## src/rtl/ampq_pkg.sv

```systemverilog
// Shared types, field widths and operation codes for the bounded max-priority queue.
// No dependencies; every other file in this folder imports it.
package ampq_pkg;

   localparam int DEPTH_DEF = 64;
   localparam int VALUE_W   = 32;
   localparam int PRI_W     = 16;
   localparam int MODE_W    = 2;
   localparam int STATUS_W  = 2;
   localparam int OCC_W     = 7;

   localparam logic [MODE_W-1:0] MODE_ENQUEUE = 2'd0;
   localparam logic [MODE_W-1:0] MODE_DEQUEUE = 2'd1;
   localparam logic [MODE_W-1:0] MODE_PEEK    = 2'd2;

   localparam logic [STATUS_W-1:0] STATUS_OK    = 2'd0;
   localparam logic [STATUS_W-1:0] STATUS_EMPTY = 2'd1;
   localparam logic [STATUS_W-1:0] STATUS_FULL  = 2'd2;

   typedef struct packed {
      logic signed [VALUE_W-1:0] value;
      logic        [PRI_W-1:0]   prio;
   } entry_type;

   typedef struct packed {
      logic      enq;
      logic      deq;
      entry_type item;
   } ctrl_type;

endpackage

```

## src/rtl/ampq_cell.sv

```systemverilog
// One storage cell of the queue chain: holds one entry and one stage of the
// running maximum that travels along the chain. Depends on ampq_pkg.
module ampq_cell #(
   parameter int  DEPTH = ampq_pkg::DEPTH_DEF,
   parameter int  INDEX = 0,
   localparam int IDX_W = $clog2(DEPTH),
   localparam int CNT_W = $clog2(DEPTH + 1)
) (
   input  logic                clock,
   input  logic                reset,
   input  ampq_pkg::ctrl_type  ctrl,
   input  logic [CNT_W-1:0]    count,
   input  logic [IDX_W-1:0]    sel_idx,
   input  ampq_pkg::entry_type nbr_entry,
   output ampq_pkg::entry_type entry,
   input  logic                cand_in_valid,
   input  ampq_pkg::entry_type cand_in_entry,
   input  logic [IDX_W-1:0]    cand_in_idx,
   output logic                cand_out_valid,
   output ampq_pkg::entry_type cand_out_entry,
   output logic [IDX_W-1:0]    cand_out_idx
);
   import ampq_pkg::*;

   localparam logic [CNT_W-1:0] POS_CNT = CNT_W'(INDEX);
   localparam logic [IDX_W-1:0] POS_IDX = IDX_W'(INDEX);

   entry_type        entry_ff, entry_in;
   logic             cand_valid_ff, cand_valid_in;
   entry_type        cand_entry_ff, cand_entry_in;
   logic [IDX_W-1:0] cand_idx_ff, cand_idx_in;
   logic             own_valid;
   logic             own_wins;

   assign own_valid = POS_CNT < count;

   always_comb begin
      entry_in = entry_ff;
      if (ctrl.enq && (count == POS_CNT)) begin
         entry_in = ctrl.item;
      end else if (ctrl.deq && (POS_IDX >= sel_idx)) begin
         entry_in = nbr_entry;
      end
   end

   // The older candidate keeps its place on a full tie.
   always_comb begin
      own_wins = own_valid && (!cand_in_valid
         || (entry_ff.prio > cand_in_entry.prio)
         || ((entry_ff.prio == cand_in_entry.prio)
             && ($signed(entry_ff.value) > $signed(cand_in_entry.value))));
      cand_valid_in = cand_in_valid || own_valid;
      cand_entry_in = own_wins ? entry_ff : cand_in_entry;
      cand_idx_in   = own_wins ? POS_IDX : cand_in_idx;
   end

   always_ff @(posedge clock) begin
      entry_ff      <= entry_in;
      cand_entry_ff <= cand_entry_in;
      cand_idx_ff   <= cand_idx_in;
   end

   always_ff @(posedge clock) begin
      if (reset) begin
         cand_valid_ff <= 1'b0;
      end else begin
         cand_valid_ff <= cand_valid_in;
      end
   end

   assign entry          = entry_ff;
   assign cand_out_valid = cand_valid_ff;
   assign cand_out_entry = cand_entry_ff;
   assign cand_out_idx   = cand_idx_ff;

endmodule

```

## config.mk

```make
export PLATFORM = sky130hd
export DESIGN_NAME = ampq_cell
export DESIGN_NICKNAME = d
export VERILOG_FILES = /design/src/rtl/ampq_pkg.sv /design/src/rtl/ampq_cell.sv
export SDC_FILE = /design/constraint.sdc
export NUM_CORES = 1
export LEC_CHECK = 0
export ABC_AREA = 1
export BUFFER_PORTS_ARGS = -buffer_cell sky130_fd_sc_hd__buf_4
export CAP_MARGIN = 20
export CORE_MARGIN = 5
export CORE_UTILIZATION = 35
export CTS_CLUSTER_DIAMETER = 100
export DETAILED_ROUTE_END_ITERATION = 6
export PLACE_DENSITY_LB_ADDON = 0.12
export SLEW_MARGIN = 30
export SYNTH_ARGS = -nofsm -noshare
export SYNTH_HDL_FRONTEND = slang
export SYNTH_SLANG_ARGS = --single-unit
export TNS_END_PERCENT = 10
```

## constraint.sdc

```tcl
create_clock -name clock -period 3.3 [get_ports clock]
set_input_delay 0.33 -clock clock [delete_from_list [all_inputs] [get_ports clock]]
set_output_delay 0.33 -clock clock [all_outputs]
set_load 0.005 [all_outputs]
```

==> results.json, run 1 <==
{
  "hold_end": "cand_out_valid",
  "min_period_ns": 2.53,
  "synth-seq-area-share": 0.489,
  "skew_ns": 0.00691,
  "fp.dieH_um": 132,
  "path_cells": "ha_1 > nand2_1 > nor2_1 > nand2_1 > nor2_1 > nand2_1 > nand3_1 > nand3_2 > nand2_4 > buf_4 > a21boi_0",
  "crit_family": "simple AND/OR/NAND/NOR gates",
  "drt-total-wl_um": 15600,
  "antenna_found_initial": 0,
  "grt_usage": 0.175,
  "p_sw_w": 0.000655,
  "multi_input_area_um2": 2320,
  "setup_viol_count_final": 0,
  "first_pass_iters": 6,
  "path_common_cell": "nand2_1",
  "cts_inserted_buffers": 9,
  "intPower_w": 0.00227,
  "p_leak_nw": 3.94,
  "r2r-end": "cand_out_idx[5]",
  "hold_slack_ns": 0.126,
  "drt-met1-wl_um": 5990,
  "worst-setup-path-type": "flip-flop to flip-flop",
  "io_buffers": 270,
  "num-fill-cells": 1385,
  "rsz0062_at_grt": "false",
  "crit_buf_inv": 1,
  "pwr-share-clk": 0.365,
  "power.density_nw_per_um2": 379,
  "gp_congestion": 0.738,
  "root_buffer": "clkbuf_16",
  "hold_buffers": 0,
  "hp-start": "reset",
  "rrSetupSlack_ns": 0.77,
  "final_cells": 1005,
  "slew_headroom": 0.530,
  "cpPeakStageDelay_ns": 0.50,
  "wire_per_inst_um": 15.6,
  "status": "finished, final reports clean",
  "worstPathArrival_ns": 2.72,
  "rows": 44,
  "cp_slowest_cell": "buf_4",
  "vias": 4650,
  "post_route_cells_drive_above_1_share": 0.418,
  "dp_cells": 989,
  "die_w_um": 132,
  "synth.avg_cell_area_um2": 9.50,
  "grt_pass1_vias": 4845,
  "met3_length_um": 1320,
  "r2r_cells": 11,
  "report.final.slew_viol_count": 0,
  "fin_crit_sh": 0.767,
  "htreeDepth": 3,
  "clock_latency_ns": 0.35,
  "hold_viol": 0,
  "antenna_left": 0,
  "syn_nets": 763,
  "dp_hpwl_um": 12300,
  "route.met2.wl_um": 8100,
  "diodes": 0,
  "r2r-start": "entry[47]",
  "ctsResizeCount": 0,
  "p_sw_frac": 0.224,
  "dieArea_um2": 17400,
  "fin_nets": 1032,
  "worst_pin_slew_ns": 0.702,
  "syn_area_um2": 5200,
  "postCtsSetupRepairBufs": 0,
  "cp_max_fo": 54,
  "max_freq_mhz": 395,
  "endpoint_kind": "flip-flop",
  "required_ns": 3.49,
  "start_util": 0.358,
  "io_pins": 271,
  "netlist_instances": 547,
  "vias_per_cell": 4.63,
  "grt_pass1_wl_um": 24400,
  "finalPower_w": 0.00292,
  "final-seq-area_um2": 2540,
  "peakVddDrop_mv": 0.268,
  "fp.coreArea_um2": 14500,
  "first_iter_violations": 191,
  "startpoint_type": "flip-flop",
  "hold_depth": 2,
  "timing.setup.tns_ns": 0,
  "ys_types": 25,
  "min_path_type": "input port to flip-flop",
  "drv_cap": 0,
  "syn2layout_area_growth_pct": 48.4,
  "combPwrFrac": 0.154,
  "ys_ff_latch": 103,
  "clk_path_buf_depth": 2,
  "p_seq_frac": 0.481,
  "yosysWarnings": 0,
  "path_clk_slew_ns": 0.07,
  "cts_sinks": 103,
  "top_layer": "met4",
  "grt_max_degree": 55,
  "post-route-drc-count": 0,
  "cts_tree": "built",
  "grt-ovfl-total": 0
}
cell families (layout without fill, tap and decap cells):
logic type | count (synthesis) | in the layout | synth area share
and+or+nand+nor | 229 | 229 | 0.185
DFF | 103 | 103 | 0.489
buffers and inverters | 82 | 356 | 0.0657
adders and majority gates | 48 | 48 | 0.116
muxes | 48 | 48 | 0.104
AOI/OAI and AO/OA | 37 | 37 | 0.0400
power groups by stage:
stage          clock (W)  sequential, W  combinational [W]
2_1_floorplan          0        0.00144           0.000167
3_3_place_gp           0        0.00143           0.000446
3_5_place_dp           0        0.00144           0.000456
4_1_cts          0.00109        0.00141           0.000458
5_1_grt          0.00114        0.00141           0.000504
6_report         0.00107        0.00141           0.000451
how the worst max path moves through the flow:
stage	startpoint	end	slack (ns)	cells after the start
final	entry[47]	cand_out_idx[5]	0.77	11
after global routing	entry[47]	cand_out_idx[2]	0.40	11
after CTS	entry[47]	cand_out_idx[5]	0.68	11
after detailed placement	entry[47]	cand_out_idx[5]	0.70	11
after global placement	cand_in_entry[47]	cand_out_idx[3]	0.79	13
after floorplan	count[1]	entry[0]	0.63	6
per-layer routing:
layer / vias to the layer above / track usage
li1: 2355 / -
met1: 2119 / 0.184
met2: 159 / 0.319
met3: 17 / 0.0641
met4: 0 / 0.0634
met5: - / 0
sequential cells by signal, indices dropped and copies added, names as in the netlist:
name and count:
cand_out_idx 6, cand_out_valid 1, entry 48, cand_out_entry 48
layout by cell type (no fill, tap or decap):
cell       count
buf_4        277
nand2_1      145
inv_1         61
dfxtp_1       55
nand3_1       54
mux2_2        48
ha_1          48
edfxtp_1      48
a21oi_1       24
nor2_1        17
clkbuf_16      9
a21boi_0       6
clkbuf_1       5
o21ai_0        4
nand2_2        3
nand4_1        3
nor4_1         2
o21a_1         2
nor3_1         1
and2_1         1
a21o_1         1
nand3_2        1
nand3b_1       1
nand2_4        1
inv_2          1
clkbuf_8       1
bufinv_16      1
buf_12         1
synthesized netlist by cell type:
| master | count | share of area |
|---|---|---|
| a21boi_0 | 6 | 0.0087 |
| a21o_1 | 1 | 0.0014 |
| a21oi_1 | 24 | 0.023 |
| and2_1 | 1 | 0.0012 |
| buf_2 | 9 | 0.0087 |
| buf_6 | 3 | 0.0065 |
| clkbuf_1 | 8 | 0.0058 |
| dfxtp_1 | 55 | 0.21 |
| edfxtp_1 | 48 | 0.28 |
| ha_1 | 48 | 0.12 |
| inv_1 | 61 | 0.044 |
| inv_2 | 1 | 0.00072 |
| mux2_2 | 48 | 0.10 |
| nand2_1 | 147 | 0.11 |
| nand2_2 | 1 | 0.0012 |
| nand2_4 | 1 | 0.0022 |
| nand3_1 | 54 | 0.052 |
| nand3_2 | 1 | 0.0019 |
| nand3b_1 | 1 | 0.0014 |
| nand4_1 | 3 | 0.0036 |
| nor2_1 | 17 | 0.012 |
| nor3_1 | 1 | 0.00096 |
| nor4_1 | 2 | 0.0024 |
| o21a_1 | 2 | 0.0029 |
| o21ai_0 | 4 | 0.0039 |
area by class of cell:
type                    instances  share of cell area
flip-flops and latches        103               0.330
multi-input cells             362               0.301
repair buffers                278               0.272
clock buffers                  15              0.0334
inverters                      62              0.0302
well taps                     184              0.0299
clock inverters                 1             0.00389
metrics by stage:
stage	cell area (µm²)	worst slack, ns	utilization
after detailed placement	7420	0.703	0.511
after CTS	7710	0.685	0.530
after global routing	7710	0.402	0.530
after global placement	7420	0.786	0.511
after floorplan	5200	0.634	-
final	7710	0.770	0.530
No activity file was read; power rests on OpenSTA's default activity.
==> run 2, diff against run 1 <==
Settings changed: ABC_AREA 1 to 0.
Clock period 3.3 ns to 2.27 ns, I/O delays scaled along.
==> run 2 against run 1 <==
  * The run now ends with negative setup slack left
  * Sequential power increased by 44%
  * Wire length grew 0.63%
  * Combinational power is 60% higher
  * Via count down 8.1%
  * Flip-flop and latch count is the same
  * Core utilization grew 7.4 points
==> results.json, run 2 <==
{
  "status": "finished, violations left",
  "violations": "negative setup slack",
  "worst-setup-path-type": "flip-flop to flip-flop",
  "dp_hpwl_um": 12400,
  "min_path_type": "input port to flip-flop",
  "syn2layout_area_growth_pct": 68.0,
  "multi_input_area_um2": 2480,
  "fin_nets": 958,
  "antenna_left": 0,
  "drv_cap": 0,
  "cts_tree": "built",
  "hp-start": "reset",
  "dieArea_um2": 16900,
  "p_leak_nw": 4.01,
  "grt-ovfl-total": 0,
  "setup_viol_count_final": 54,
  "finalWorstSetupSlack_ns": -0.350,
  "grt_pass1_vias": 4743,
  "cts_sinks": 103,
  "root_buffer": "clkbuf_16",
  "antenna_found_initial": 0,
  "worst_pin_slew_ns": 0.528,
  "post_route_cells_drive_above_1_share": 0.647,
  "path_clk_slew_ns": 0.07,
  "grt_pass1_wl_um": 23300,
  "r2r-start": "entry[35]",
  "power.density_nw_per_um2": 527,
  "io_pins": 271,
  "start_util": 0.360,
  "syn_area_um2": 5030,
  "crit_start": "entry[35]",
  "synth-main-ff-cell": "dfxtp_1",
  "cp_slowest_cell": "edfxtp_1",
  "async_reset_ff_frac": 0,
  "cts_inserted_buffers": 9,
  "cp_max_fo": 12,
  "yosys.area.top_type": "edfxtp_1",
  "report.final.slew_viol_count": 0,
  "clk_path_buf_depth": 2,
  "yosys-top-cells-count": "mux2_2, dfxtp_1, inv_1",
  "vias_per_cell": 4.61,
  "grt_usage": 0.178,
  "fp.coreArea_um2": 14000,
  "synth.avg_cell_area_um2": 12.6,
  "ys_types": 37,
  "clock_latency_ns": 0.34,
  "first_iter_violations": 159,
  "layout_common_cells": "buf_4, mux2_2, dfxtp_1",
  "final-seq-area_um2": 2540,
  "endpoint_kind": "flip-flop",
  "ys_ff_latch": 103,
  "min_period_ns": 2.62,
  "hold_viol": 0,
  "post-route-drc-count": 0,
  "grt_max_degree": 39,
  "synth-seq-area-share": 0.505,
  "fin_crit_sh": 1.15,
  "required_ns": 2.50,
  "die_w_um": 130,
  "cpPeakStageDelay_ns": 0.43,
  "diodes": 0,
  "rsz0062_at_grt": "true",
  "timing.setup.tns_ns": -15.75,
  "dpl_worst_slack_ns": -0.519,
  "netlist_instances": 398,
  "path_cells": "ha_4 > buf_4 > a21oi_4 > a21oi_2 > a2111oi_4 > o21ai_2 > nor2b_2 > nor3_4 > buf_6 > clkbuf_16 > mux2_2",
  "fp.dieH_um": 130,
  "vias": 4273,
  "num-fill-cells": 1169,
  "syn_nets": 614,
  "yosysMostFrequentCell": "mux2_2",
  "synth_area_leaders": "edfxtp_1, dfxtp_1, mux2_2",
  "drt-total-wl_um": 15700,
  "skew_ns": 0.00657,
  "peakVddDrop_mv": 0.408,
  "yosysWarnings": 0,
  "layout_commonest_cell": "buf_4",
  "gp_congestion": 0.771,
  "rows": 43,
  "first_pass_iters": 4,
  "synth.top_cell.area_share": 0.286,
  "htreeDepth": 3,
  "slew_headroom": 0.648,
  "synth_edf_count": 48,
  "max_freq_mhz": 382,
  "startpoint_type": "flip-flop",
  "wire_per_inst_um": 17.0,
  "io_buffers": 270,
  "worstPathArrival_ns": 2.85
}
## run 2: logic make-up (layout without fill, tap and decap cells)
group | count (synthesis) | after routing | share of synthesized area
AOI/OAI and AO/OA | 38 | 38 | 0.0475
adders and majority gates | 48 | 48 | 0.119
buffers and inverters | 59 | 408 | 0.0507
DFF | 103 | 103 | 0.505
muxes | 96 | 96 | 0.215
and+or+nand+nor | 54 | 54 | 0.0626
## run 2: power by group
| group | switching (W) | total [W] | internal (W) |
|---|---|---|---|
| Combinational | 0.000251 | 0.000721 | 0.000470 |
| Clock | 0.000686 | 0.00171 | 0.00103 |
| Sequential | 0.0000214 | 0.00203 | 0.00201 |
## run 2: per-stage QoR
| stage | area, µm² | total power (W) | instances | hold WS, ns | utilization |
|---|---|---|---|---|---|
| finish | 8460 | 0.00446 | 927 | 0.0524 | 0.604 |
| global placement | 7750 | 0.00271 | 899 | 0.399 | 0.554 |
| CTS | 8230 | 0.00448 | 921 | 0.0342 | 0.588 |
| floorplan | 5060 | 0.00231 | 398 | 0.299 | - |
| global route | 8460 | 0.00466 | 927 | 0.0364 | 0.604 |
| detailed placement | 7750 | 0.00272 | 899 | 0.400 | 0.554 |
## run 2: worst paths after layout
path / to / slack (ns) / cells after the start
worst max-delay path: cand_out_entry[15] / -0.35 / 11
worst min-delay path: cand_out_valid / 0.05 / 2
worst max register to register: cand_out_entry[15] / -0.35 / 11
worst min register to register: cand_out_entry[6] / 0.60 / 2
## run 2: final cells by class
type                    count  share of cell area
well taps                 180              0.0266
clock buffers              11              0.0299
multi-input cells         236               0.294
repair buffers            343               0.318
clock inverters             5             0.00947
inverters                  49              0.0218
flip-flops and latches    103               0.301
## run 2: critical path: cells and delay by family, from the launching register on
| family | cells | cell delay, ns |
|---|---|---|
| flip-flops | 1 | 0.43 |
| adder cells (fa/ha/maj) | 1 | 0.24 |
| buffers and inverters | 3 | 0.49 |
| multiplexers | 1 | 0.34 |
| AND/OR/NAND/NOR | 2 | 0.37 |
| AO/OA/AOI/OAI | 4 | 0.64 |
## run 2: metal layers
| layer | up-vias | wire length (µm) | GRT usage |
|---|---|---|---|
| met1 | 1971 | 5860 | 0.198 |
| li1 | 2125 | - | - |
| met4 | 0 | 234 | 0.0568 |
| met3 | 15 | 1540 | 0.0561 |
| met5 | - | 0 | 0 |
| met2 | 162 | 8110 | 0.325 |
## run 2: what timing repair did
item | CTS | global route
buffers inserted | 5 | 4
hold buffers | 0 | 0
endpoints found under the setup margin | 54 | 54
pin swaps | 16 | 13
gates cloned | 1 | 2
resized for setup | 17 | 25
